==> src/rtl/escd_pkg.sv <==
// Shared types, constants and byte-class functions for the escape codec.
`default_nettype none
package escd_pkg;

  localparam logic [7:0] LeadLow   = 8'h81;
  localparam logic [7:0] LeadHigh  = 8'hfe;
  localparam logic [7:0] ChNewline = 8'h0a;
  localparam logic [7:0] ChN       = 8'h6e;
  localparam logic [7:0] ChComma   = 8'h2c;
  localparam logic [7:0] ChC       = 8'h63;
  localparam logic [7:0] ChBar     = 8'h7c;
  localparam logic [7:0] ChZ       = 8'h7a;
  localparam logic [7:0] ChBslash  = 8'h5c;
  localparam logic [7:0] ChY       = 8'h79;
  localparam logic [7:0] ChNone    = 8'h00;

  localparam logic ModeEncode = 1'b0;
  localparam logic ModeDecode = 1'b1;

  // Queue between front and back
  localparam int QDepth = 2;
  localparam int QPtrW  = $clog2(QDepth);
  localparam int QCntW  = $clog2(QDepth + 1);

  // One queued transaction: one or two output bytes
  typedef struct packed {
    logic       two;
    logic [7:0] b0;
    logic [7:0] b1;
    logic       last;
  } escd_entry_t;

  typedef struct packed {
    logic             full;
    logic             empty;
    logic [QCntW-1:0] count;
  } escd_qstat_t;

  function automatic logic is_lead(input logic [7:0] b);
    return (b > LeadLow) && (b < LeadHigh);
  endfunction

  function automatic logic [7:0] escape_letter(input logic [7:0] b);
    logic [7:0] r;
    case (b)
      ChNewline: r = ChN;
      ChComma:   r = ChC;
      ChBar:     r = ChZ;
      ChBslash:  r = ChY;
      default:   r = ChNone;
    endcase
    return r;
  endfunction

  function automatic logic [7:0] unescape(input logic [7:0] b);
    logic [7:0] r;
    case (b)
      ChN:     r = ChNewline;
      ChC:     r = ChComma;
      ChZ:     r = ChBar;
      ChY:     r = ChBslash;
      default: r = b;
    endcase
    return r;
  endfunction

endpackage
`default_nettype wire

==> src/rtl/escape_codec_dbcs_core.sv <==
// An accepted input transaction reaches the output through the work queue and then the output register.
// Throughput: one input per cycle while in_stall_o is low; an escape pair holds the output stage
// for both of its bytes, as the single-byte output register drains the two-entry work queue.
// Reset: asynchronous, active low; clears per-string state, the queue and output valid,
// mode to encode and out_capacity to 256. No clearing pass is needed.
// Top level of the double-byte aware backslash escape codec.
`default_nettype none
module escape_codec_dbcs_core #(
  parameter int COUNT_BITS = 16
) (
  input  wire logic        clk_i,
  input  wire logic        rst_ni,
  input  wire logic        psel,
  input  wire logic        penable,
  input  wire logic        pwrite,
  input  wire logic [2:0]  paddr,
  input  wire logic [31:0] pwdata,
  output logic [31:0]      prdata,
  output logic             pready,
  input  wire logic        in_valid_i,
  output logic             in_stall_o,
  input  wire logic [7:0]  data_byte_i,
  input  wire logic        is_end_i,
  output logic             out_valid_o,
  input  wire logic        out_stall_i,
  output logic [7:0]       out_byte_o,
  output logic             out_last_o
);
  import escd_pkg::*;

  localparam logic RegMode = 1'b0;
  localparam logic RegCap  = 1'b1;

  logic        mode_q;
  logic [15:0] cap_q;
  logic        cfg_wr, in_acc, push, pop;
  escd_entry_t push_entry, head_entry;
  escd_qstat_t qstat;

  assign pready = 1'b1;
  assign cfg_wr = psel && penable && pwrite && pready;
  assign prdata = (paddr[2] == RegCap) ? {16'b0, cap_q} : {31'b0, mode_q};

  always_ff @(posedge clk_i or negedge rst_ni) begin
    if (!rst_ni) begin
      mode_q <= ModeEncode;
      cap_q  <= 16'd256;
    end else if (cfg_wr) begin
      if (paddr[2] == RegMode) mode_q <= pwdata[0];
      else                     cap_q  <= pwdata[15:0];
    end
  end

  assign in_stall_o = qstat.full;
  assign in_acc     = in_valid_i && !in_stall_o;

  escd_front #(.COUNT_BITS(COUNT_BITS)) u_front (
    .clk_i       (clk_i),
    .rst_ni      (rst_ni),
    .mode_i      (mode_q),
    .cap_i       (cap_q),
    .acc_i       (in_acc),
    .data_byte_i (data_byte_i),
    .is_end_i    (is_end_i),
    .push_o      (push),
    .entry_o     (push_entry)
  );

  escd_fifo u_fifo (
    .clk_i   (clk_i),
    .rst_ni  (rst_ni),
    .push_i  (push),
    .entry_i (push_entry),
    .pop_i   (pop),
    .entry_o (head_entry),
    .stat_o  (qstat)
  );

  escd_back u_back (
    .clk_i       (clk_i),
    .rst_ni      (rst_ni),
    .entry_i     (head_entry),
    .empty_i     (qstat.empty),
    .pop_o       (pop),
    .out_valid_o (out_valid_o),
    .out_stall_i (out_stall_i),
    .out_byte_o  (out_byte_o),
    .out_last_o  (out_last_o)
  );

`ifndef SYNTHESIS
  a_qcount: assert property (@(posedge clk_i) disable iff (!rst_ni)
    qstat.count <= QCntW'(QDepth))
    else $error("work queue count exceeds depth");

  a_term_zero: assert property (@(posedge clk_i) disable iff (!rst_ni)
    (out_valid_o && out_last_o) |-> (out_byte_o == ChNone))
    else $error("terminator carries a non-zero byte");

  a_end_queued: assert property (@(posedge clk_i) disable iff (!rst_ni)
    (in_acc && is_end_i) |=> !qstat.empty)
    else $error("end transaction not queued");
`endif

endmodule
`default_nettype wire

==> src/rtl/escd_front.sv <==
// Front end: accepts input bytes, tracks per-string state, queues output work.
`default_nettype none
module escd_front #(
  parameter int COUNT_BITS = 16
) (
  input  wire logic                 clk_i,
  input  wire logic                 rst_ni,
  input  wire logic                 mode_i,
  input  wire logic [15:0]          cap_i,
  input  wire logic                 acc_i,
  input  wire logic [7:0]           data_byte_i,
  input  wire logic                 is_end_i,
  output logic                      push_o,
  output escd_pkg::escd_entry_t     entry_o
);
  import escd_pkg::*;

  localparam int CmpW = ((COUNT_BITS > 16) ? COUNT_BITS : 16) + 2;

  logic [COUNT_BITS-1:0] wc_q, wc_d;
  logic                  trail_q, trail_d;
  logic                  esc_q, esc_d;
  logic                  stop_q, stop_d;

  logic [CmpW-1:0] wc_ext, cap_ext, lim, eff_cap, wc1, wc2;
  logic [7:0]      letter;
  logic            lead;

  assign wc_ext  = CmpW'(wc_q);
  assign cap_ext = CmpW'(cap_i);
  assign lim     = CmpW'(1) << COUNT_BITS;
  assign eff_cap = (cap_ext < lim) ? cap_ext : lim;
  assign wc1     = wc_ext + CmpW'(1);
  assign wc2     = wc_ext + CmpW'(2);
  assign letter  = escape_letter(data_byte_i);
  assign lead    = is_lead(data_byte_i);

  always_comb begin
    wc_d    = wc_q;
    trail_d = trail_q;
    esc_d   = esc_q;
    stop_d  = stop_q;
    push_o  = 1'b0;
    entry_o = '{two: 1'b0, b0: data_byte_i, b1: letter, last: 1'b0};
    if (acc_i) begin
      if (is_end_i) begin
        push_o     = 1'b1;
        entry_o.b0 = ChNone;
        entry_o.last = 1'b1;
        wc_d    = '0;
        trail_d = 1'b0;
        esc_d   = 1'b0;
        stop_d  = 1'b0;
      end else if (mode_i == ModeDecode) begin
        if (esc_q) begin
          esc_d      = 1'b0;
          push_o     = 1'b1;
          entry_o.b0 = unescape(data_byte_i);
        end else if (trail_q) begin
          trail_d = 1'b0;
          push_o  = 1'b1;
        end else if (lead) begin
          trail_d = 1'b1;
          push_o  = 1'b1;
        end else if (data_byte_i == ChBslash) begin
          esc_d = 1'b1;
        end else begin
          push_o = 1'b1;
        end
      end else if (!stop_q) begin
        if (trail_q) begin
          trail_d = 1'b0;
          wc_d    = wc1[COUNT_BITS-1:0];
          push_o  = 1'b1;
        end else if (wc1 >= eff_cap) begin
          stop_d = 1'b1;
        end else if ((lead || (letter != ChNone)) && (wc2 >= eff_cap)) begin
          stop_d = 1'b1;
        end else if (lead) begin
          trail_d = 1'b1;
          wc_d    = wc1[COUNT_BITS-1:0];
          push_o  = 1'b1;
        end else if (letter != ChNone) begin
          // escape pair: backslash then letter
          wc_d        = wc2[COUNT_BITS-1:0];
          push_o      = 1'b1;
          entry_o.two = 1'b1;
          entry_o.b0  = ChBslash;
        end else begin
          wc_d   = wc1[COUNT_BITS-1:0];
          push_o = 1'b1;
        end
      end
    end
  end

  always_ff @(posedge clk_i or negedge rst_ni) begin
    if (!rst_ni) begin
      wc_q    <= '0;
      trail_q <= 1'b0;
      esc_q   <= 1'b0;
      stop_q  <= 1'b0;
    end else begin
      wc_q    <= wc_d;
      trail_q <= trail_d;
      esc_q   <= esc_d;
      stop_q  <= stop_d;
    end
  end

endmodule
`default_nettype wire

==> src/rtl/escd_fifo.sv <==
// Short work queue between the front end and the output stage.
`default_nettype none
module escd_fifo (
  input  wire logic                  clk_i,
  input  wire logic                  rst_ni,
  input  wire logic                  push_i,
  input  wire escd_pkg::escd_entry_t entry_i,
  input  wire logic                  pop_i,
  output escd_pkg::escd_entry_t      entry_o,
  output escd_pkg::escd_qstat_t      stat_o
);
  import escd_pkg::*;

  escd_entry_t      mem_q [QDepth];
  logic [QPtrW-1:0] wr_ptr_q, rd_ptr_q;
  logic [QCntW-1:0] cnt_q, cnt_d;
  logic             do_push, do_pop;

  assign stat_o.full  = (cnt_q == QCntW'(QDepth));
  assign stat_o.empty = (cnt_q == '0);
  assign stat_o.count = cnt_q;
  assign do_push      = push_i && !stat_o.full;
  assign do_pop       = pop_i && !stat_o.empty;
  assign entry_o      = mem_q[rd_ptr_q];

  always_comb begin
    cnt_d = cnt_q;
    if (do_push && !do_pop) cnt_d = cnt_q + QCntW'(1);
    else if (do_pop && !do_push) cnt_d = cnt_q - QCntW'(1);
  end

  always_ff @(posedge clk_i) begin
    if (do_push) mem_q[wr_ptr_q] <= entry_i;
  end

  always_ff @(posedge clk_i or negedge rst_ni) begin
    if (!rst_ni) begin
      wr_ptr_q <= '0;
      rd_ptr_q <= '0;
      cnt_q    <= '0;
    end else begin
      cnt_q <= cnt_d;
      if (do_push) begin
        wr_ptr_q <= (wr_ptr_q == QPtrW'(QDepth - 1)) ? '0 : wr_ptr_q + QPtrW'(1);
      end
      if (do_pop) begin
        rd_ptr_q <= (rd_ptr_q == QPtrW'(QDepth - 1)) ? '0 : rd_ptr_q + QPtrW'(1);
      end
    end
  end

endmodule
`default_nettype wire

==> src/rtl/escd_back.sv <==
// Back end: drains queued work into the registered output, one byte at a time (two for an escape pair).
`default_nettype none
module escd_back (
  input  wire logic                  clk_i,
  input  wire logic                  rst_ni,
  input  wire escd_pkg::escd_entry_t entry_i,
  input  wire logic                  empty_i,
  output logic                       pop_o,
  output logic                       out_valid_o,
  input  wire logic                  out_stall_i,
  output logic [7:0]                 out_byte_o,
  output logic                       out_last_o
);
  import escd_pkg::*;

  logic       valid_q, sec_q;
  logic [7:0] byte_q, sec_byte_q;
  logic       last_q;
  logic       load;

  assign load        = !valid_q || !out_stall_i;
  assign pop_o       = load && !sec_q && !empty_i;
  assign out_valid_o = valid_q;
  assign out_byte_o  = byte_q;
  assign out_last_o  = last_q;

  always_ff @(posedge clk_i or negedge rst_ni) begin
    if (!rst_ni) begin
      valid_q <= 1'b0;
      sec_q   <= 1'b0;
    end else if (load) begin
      if (sec_q) begin
        valid_q <= 1'b1;
        sec_q   <= 1'b0;
      end else begin
        valid_q <= !empty_i;
        sec_q   <= !empty_i && entry_i.two;
      end
    end
  end

  always_ff @(posedge clk_i) begin
    if (load) begin
      if (sec_q) begin
        // second byte of an escape pair
        byte_q <= sec_byte_q;
        last_q <= 1'b0;
      end else if (!empty_i) begin
        byte_q     <= entry_i.b0;
        last_q     <= entry_i.last;
        sec_byte_q <= entry_i.b1;
      end
    end
  end

endmodule
`default_nettype wire
==> config.mk <==
export PLATFORM = sky130hd
export DESIGN_NAME = escape_codec_dbcs_core
export DESIGN_NICKNAME = d
export VERILOG_FILES = /design/src/rtl/escd_pkg.sv /design/src/rtl/escape_codec_dbcs_core.sv /design/src/rtl/escd_front.sv /design/src/rtl/escd_fifo.sv /design/src/rtl/escd_back.sv
export SDC_FILE = /design/constraint.sdc
export NUM_CORES = 1
export LEC_CHECK = 0
export ABC_AREA = 1
export BUFFER_PORTS_ARGS = -buffer_cell sky130_fd_sc_hd__buf_2
export CAP_MARGIN = 15
export CORE_ASPECT_RATIO = 0.6
export CORE_UTILIZATION = 57
export CTS_BUF_LIST = sky130_fd_sc_hd__clkbuf_16
export DETAILED_ROUTE_END_ITERATION = 16
export MAX_ROUTING_LAYER = met4
export PLACE_DENSITY = 0.89
export SYNTH_ARGS = -nofsm -noshare
export SYNTH_HDL_FRONTEND = slang
export SYNTH_SLANG_ARGS = --single-unit
export TNS_END_PERCENT = 1
==> constraint.sdc <==
create_clock -name clk_i -period 4.8 [get_ports clk_i]
set_clock_uncertainty 0.1 [all_clocks]
set_input_delay 0.96 -clock clk_i [delete_from_list [all_inputs] [get_ports clk_i]]
set_output_delay 0.96 -clock clk_i [all_outputs]
set_load 0.02 [all_outputs]
==> flow_summary.yaml, run 1 <==
run_status:
  outcome: "complete, no violations"
yosys:
  synth_top_cell_area_share: 0.2473
  yosys.cell_types.count: 51
  synth_area_leader_cell: "edfxtp_1"
  synthFlopType: "edfxtp_1"
  syn_area_per_cell_um2: 8.333
  synth_cells: 685
  synth_most_common_cell: "nand2_1"
  ys_warn_count: 0
  yosys-top-cells-area: "edfxtp_1, dfrtp_1, nand2_1"
  synth_edf_count: 47
  synth_area_um2: 5708
  async_flop_share: 0.4719
  synth_common_cells: "nand2_1, inv_1, nor2_1, a21oi_1, edfxtp_1"
  seq_area_frac_synth: 0.4316
  synth_seq_cells: 89
floorplanning:
  start_util: 0.6034
  io_pins: 95
  die_w_um: 131.2
  std_cell_rows: 27
  core_area_um2: 9459
  die_h_um: 79.52
  fp.dieArea_um2: 10430
drt:
  dr_total_vias: 5069
  drt_iter0_markers: 733
  avgRoutedWirePerCell_um: 17.14
  drc: 0
  routed_wl_um: 15070
  routed_via_density: 5.767
  firstDrtPassIters: 6
  antenna_left: 0
power:
  irDropWorstVdd_mv: 0.3999
  p_sw_mw: 1.148
  clkPwrFrac: 0.272
  p_sw_frac: 0.3870
  pwr-share-comb: 0.331
  powerDensity_nw_per_um2: 463.6
  p_leak_nw: 3.228
  seqPwrFrac: 0.397
  p_int_mw: 1.818
sta:
  fin_crit_ps: 4473
  setup_violations: 0
  rsz0062_at_grt: "false"
  maxSlewViolCount: 0
  timing.fmax_mhz: 223.5
  finalSetupTns_ps: 0
  finalCritPeriodShare: 0.9320
  whs_ps: 401.4
  fin_ws_ps: 326.6
  max_slew_margin: 0.3470
  tightest_slew_ps: 979.5
  finalHoldViolations: 0
grt:
  use_met3: 0.06857
  grt_pass1_vias: 4699
  grt_use_total: 0.3105
  grt_util_met1: 0.4201
  met2_usage: 0.4660
  overflow: 0
  grt_max_degree: 43
  busiest_layer: "met2"
  grt_pass1_wl_um: 23970
  grt_antenna_before_repair: 0
worst_hold_path:
  hold_class: "reg -> reg"
  hold_path_startpoint: "u_fifo.wr_ptr_q$_DFFE_PN0P_"
cells_and_area:
  design_area_um2: 6397
  fin_nets: 830
  antennaDiodeCount: 0
  drive_above_1_share: 0.1709
  area_growth_pct: 12.08
clock_network:
  hold_buffers: 0
  cts_max_path_buffers: 2
  htree_levels: 3
  insertion_delay_ps: 350
  clkTransAtPathRegs_ps: 70
  cts_tree: "built"
  cts_buffers: 9
  cts_root_buf: "clkbuf_16"
  clock_sinks: 89
worst_setup_path:
  critPathMaxFanout: 5
  cp-end-kind: "flip-flop"
  worstSetupStartpointType: "flip-flop"
  criticalPathCategory: "reg -> reg"
  cp.arrival_ps: 4600
  r2r_start: "u_front.wc_q[1]$_DFFE_PN0P_"
  required_ps: 4930
  startpoint: "u_front.wc_q[1]$_DFFE_PN0P_"
placed_design:
  place_area_um2: 6053
  pre_cts_ws_ps: 338.4
  hpwl_um: 10730
  gp_congestion: 0.9472
  numPortBuffers: 59
job:
  max-cap-violations: 0
==> timing repair <==
action | 4_1_cts | 5_1_grt
gates resized for setup | 0 | 2
setup endpoints to repair | 0 | 17
buffers inserted | 0 | 0
==> worst paths after layout <==
check | to | slack, ps | cells past startpoint
setup / recovery | u_fifo.cnt_q[1]$_DFFE_PN0P_ | 330 | 22
hold / removal | u_fifo.wr_ptr_q$_DFFE_PN0P_ | 400 | 2
setup reg to reg | u_fifo.cnt_q[1]$_DFFE_PN0P_ | 330 | 22
hold reg to reg | u_fifo.wr_ptr_q$_DFFE_PN0P_ | 400 | 2
max in group asynchronous | u_fifo.rd_ptr_q$_DFFE_PN0P_ | 3320 | 1
min in group asynchronous | u_front.stop_q$_DFFE_PN0P_ | 670 | 1
==> worst max-delay path, cell delays in order, from the launching register on <==
cell,delay [ps]
dfrtp_1,430
ha_1,240
nand2_1,120
nor2_1,210
nand3_1,190
or3_1,370
xor2_1,360
ha_1,330
nand2_1,80
inv_1,30
nor2_1,80
o21ai_0,90
nor2_1,100
nand3_1,140
a21oi_4,280
nand3_4,120
nand3_1,150
nand2_1,110
inv_1,120
ha_1,270
a21oi_1,140
o21ai_0,130
xor2_1,160
==> routing by layer <==
layer	share of wire	vias up
met2	0.44	354
met5	0	-
li1	-	2308
met1	0.42	2349
met3	0.12	58
met4	0.023	0
==> power by group through the flow <==
stage,registers (mW),clock network (mW),logic [mW]
after global placement,1.17,0,0.874
after CTS,1.17,0.800,0.955
after global routing,1.19,0.831,1.07
after floorplan,1.19,0,0.622
after detailed placement,1.18,0,0.934
final,1.18,0.806,0.983
==> cells by family (layout without fill, tap and decap cells) <==
| kind of cell | Yosys count | after routing | synth area share |
|---|---|---|---|
| flip-flops | 89 | 89 | 0.4316 |
| multiplexers | 5 | 5 | 0.008768 |
| XOR/XNOR | 24 | 24 | 0.03683 |
| adder cells (fa/ha/maj) | 35 | 35 | 0.07672 |
| buffers and inverters | 134 | 183 | 0.1039 |
| AND/OR/NAND/NOR | 283 | 283 | 0.2264 |
| AO/OA/AOI/OAI | 113 | 113 | 0.1144 |
| other | 2 | 17 | 0.001316 |
==> metrics by stage <==
step | std cells | total power [mW] | util
finish | 879 | 2.966 | 0.6763
detailed placement | 863 | 2.118 | 0.6399
global route | 879 | 3.094 | 0.6763
floorplan | 700 | 1.817 | -
CTS | 879 | 2.928 | 0.6755
global placement | 863 | 2.044 | 0.6399
==> flip-flops by register name (all words and copies together), names as in the netlist, 2 cells and up <==
register	cells
u_fifo.mem_q	32
cap_q	16
u_front.wc_q	16
u_back.out_byte_o	8
u_back.sec_byte_q	6
u_fifo.cnt_q	2
==> layout by cell type (no fill, tap or decap), types with 9 or more instances in the layout <==
cell       Yosys  final
nand2_1      143    143
inv_1         96     96
nor2_1        76     76
buf_2          0     59
a21oi_1       47     47
edfxtp_1      47     47
dfrtp_1       41     41
ha_1          35     35
o21ai_0       32     31
xor2_1        22     22
nand3_1       20     20
conb_1         2     17
nand2_2       12     12
o21ai_2       11     11
clkbuf_16      0      9
==> cell type report <==
| type | count | area (um2) |
|---|---|---|
| Tap cell | 130 | 162.7 |
| Fill cell | 678 | 3062 |
| Timing Repair Buffer | 64 | 332.8 |
| Multi-Input combinational cell | 477 | 2715 |
| Clock buffer | 9 | 225.2 |
| Inverter | 103 | 386.6 |
| Clock inverter | 7 | 111.4 |
| Sequential cell | 89 | 2464 |
No activity file was read; power rests on OpenSTA's default activity.
==> run 2, diff against run 1 <==
--- a/config.mk
+++ b/config.mk
@@ -13,7 +13,8 @@
 export CTS_BUF_LIST = sky130_fd_sc_hd__clkbuf_16
 export DETAILED_ROUTE_END_ITERATION = 16
 export MAX_ROUTING_LAYER = met4
-export PLACE_DENSITY = 0.89
+export PLACE_DENSITY_LB_ADDON = 0.25
+export SLEW_MARGIN = 30
 export SYNTH_ARGS = -nofsm -noshare
 export SYNTH_HDL_FRONTEND = slang
 export SYNTH_SLANG_ARGS = --single-unit
==> flow_summary.yaml, run 2 (synthesis results as in run 1) <==
drt:
  top_layer_used: "met4"
  wl_met3_um: 1533
  routed_wl_um: 13540
  drc: 0
  dr_total_vias: 4753
  routed-wl-met2_um: 4992
  wl_met1_um: 6911
  routed_via_density: 5.395
  avgRoutedWirePerCell_um: 15.37
  drt_iter0_markers: 409
  firstDrtPassIters: 5
  antenna_left: 0
clock_network:
  insertion_delay_ps: 350
  cts_setup_buffers: 0
  cts_max_path_buffers: 2
  htree_levels: 3
  cts_root_buf: "clkbuf_16"
  cts_buffers: 9
  clkTransAtPathRegs_ps: 70
  cts_tree: "built"
  clock_sinks: 89
grt:
  grt_max_degree: 33
  grt_pass1_wl_um: 21510
  overflow: 0
  grt_antenna_before_repair: 0
  grt_use_total: 0.2814
  grt_pass1_vias: 4212
floorplanning:
  std_cell_rows: 27
  core_area_um2: 9459
  start_util: 0.6034
  die_h_um: 79.52
  die_w_um: 131.2
  io_pins: 95
  fp.dieArea_um2: 10430
power:
  clkPwrFrac: 0.256
  irDropWorstVdd_mv: 0.3108
  powerDensity_nw_per_um2: 442.9
  pwr-share-comb: 0.335
  p_sw_frac: 0.3801
  p_int_mw: 1.762
  seqPwrFrac: 0.409
  p_leak_nw: 3.237
  p_sw_mw: 1.081
worst_setup_path:
  cp_cell_sequence: "ha_1, nand2_1, nor2_1, nand3_1, nand3b_1, xor2_1, o21ai_1, inv_1, ha_1, nand2_1, nor2_1, nand2_1, nor2_1, nor2_1, nand3_1, a21oi_4, nand3_4, nand3_1, nand2_1, inv_1, ha_1, a21oi_1, o21ai_0, xor2_1"
  criticalPathCategory: "reg -> reg"
  worstSetupStartpointType: "flip-flop"
  critPathMaxFanout: 5
  slowest_delay_ps: 440
  slowest_stage: "dfrtp_1"
  cp-end-kind: "flip-flop"
  startpoint: "u_front.wc_q[1]$_DFFE_PN0P_"
  required_ps: 4920
  r2r_start: "u_front.wc_q[1]$_DFFE_PN0P_"
  cp.arrival_ps: 4580
cells_and_area:
  fin_nets: 832
  drive_above_1_share: 0.1771
  regArea_um2: 2464
  final_common_cell: "nand2_1"
  regMostFlops: "u_fifo.mem_q"
  largest_reg_flops: 32
  nFillCells: 743
  layout_common_cells: "nand2_1, inv_1, nor2_1, buf_2"
  antennaDiodeCount: 0
  multiInputGateArea_um2: 2733
  area_growth_pct: 12.43
  reg.largest.list: "u_fifo.mem_q x32, cap_q x16, u_front.wc_q x16"
worst_hold_path:
  hold_path_startpoint: "u_fifo.wr_ptr_q$_DFFE_PN0P_"
  hold_class: "reg -> reg"
sta:
  finalHoldViolations: 0
  finalCritPeriodShare: 0.9296
  maxSlewViolCount: 0
  finalSetupTns_ps: 0
  setup_violations: 0
  timing.fmax_mhz: 224.1
  max_slew_margin: 0.4050
  tightest_slew_ps: 892.6
  fin_crit_ps: 4462
  fin_ws_ps: 337.9
  rsz0062_at_grt: "false"
placed_design:
  hpwl_um: 10280
  numPortBuffers: 59
  gp_congestion: 0.9459
  pre_cts_ws_ps: 355.5
job:
  max-cap-violations: 0
run_status:
  outcome: "complete, no violations"
==> run 2: cell types whose count changed in the layout (fill, tap and decap cells not counted), sizes merged <==
| cell | before | now |
|---|---|---|
| bufinv | 2 | 1 |
| clkinv | 3 | 4 |
| buf | 64 | 66 |
==> run 2: routing by layer <==
metal  vias up  track usage
met5         -            -
met4         0      0.04824
met3        12      0.08889
met2       235       0.3574
met1      2196       0.4287
li1       2310            -
==> run 2: layout make-up <==
type / count / share of cell area
inverters: 103 / 0.06025
flip-flops and latches: 89 / 0.3839
well taps: 130 / 0.02535
clock inverters: 7 / 0.01345
repair buffers: 66 / 0.05615
multi-input cells: 477 / 0.4258
clock buffers: 9 / 0.03509
==> run 2: worst max-delay path, delay by kind of cell (launching register included) <==
| family | cells | cell delay [ps] |
|---|---|---|
| compound gates | 4 | 760 |
| buf+inv | 2 | 200 |
| fa+ha+maj | 3 | 820 |
| simple gates | 13 | 1680 |
| flops | 1 | 440 |
| xor+xnor | 2 | 320 |
==> run 2: final timing paths <==
kind                                                end  slack [ps]  cells past startpoint
max                         u_fifo.cnt_q[1]$_DFFE_PN0P_         340                     24
min                         u_fifo.wr_ptr_q$_DFFE_PN0P_         380                      2
max reg2reg                 u_fifo.cnt_q[1]$_DFFE_PN0P_         340                     24
min reg2reg                 u_fifo.wr_ptr_q$_DFFE_PN0P_         380                      2
max in group asynchronous          cap_q[8]$_DFFE_PN1P_        3530                      2
min in group asynchronous  u_front.wc_q[10]$_DFFE_PN0P_         480                      1
==> run 2: power by group through the flow <==
stage / clock [mW] / sequential, mW / combinational (mW)
global route: 0.756 / 1.19 / 1.05
global placement: 0 / 1.17 / 0.895
CTS: 0.732 / 1.16 / 0.940
finish: 0.728 / 1.16 / 0.952
detailed placement: 0 / 1.18 / 0.929
floorplan: 0 / 1.19 / 0.622
==> run 2: what timing repair did <==
action | CTS | global route
endpoints found under the setup margin | 0 | 1
gates resized for setup | 0 | 4
hold buffers | 0 | 0
==> run 2: per-stage QoR <==
stage	utilization	std cells	power (mW)	hold WS, ps	instance area (um2)
after floorplan	-	700	1.817	341.9	5764
after global placement	0.6407	864	2.064	352.9	6061
after detailed placement	0.6429	865	2.104	363.3	6081
after CTS	0.6758	881	2.833	378.7	6392
after global routing	0.6784	881	2.995	408.1	6417
final	0.6784	881	2.843	379.6	6417
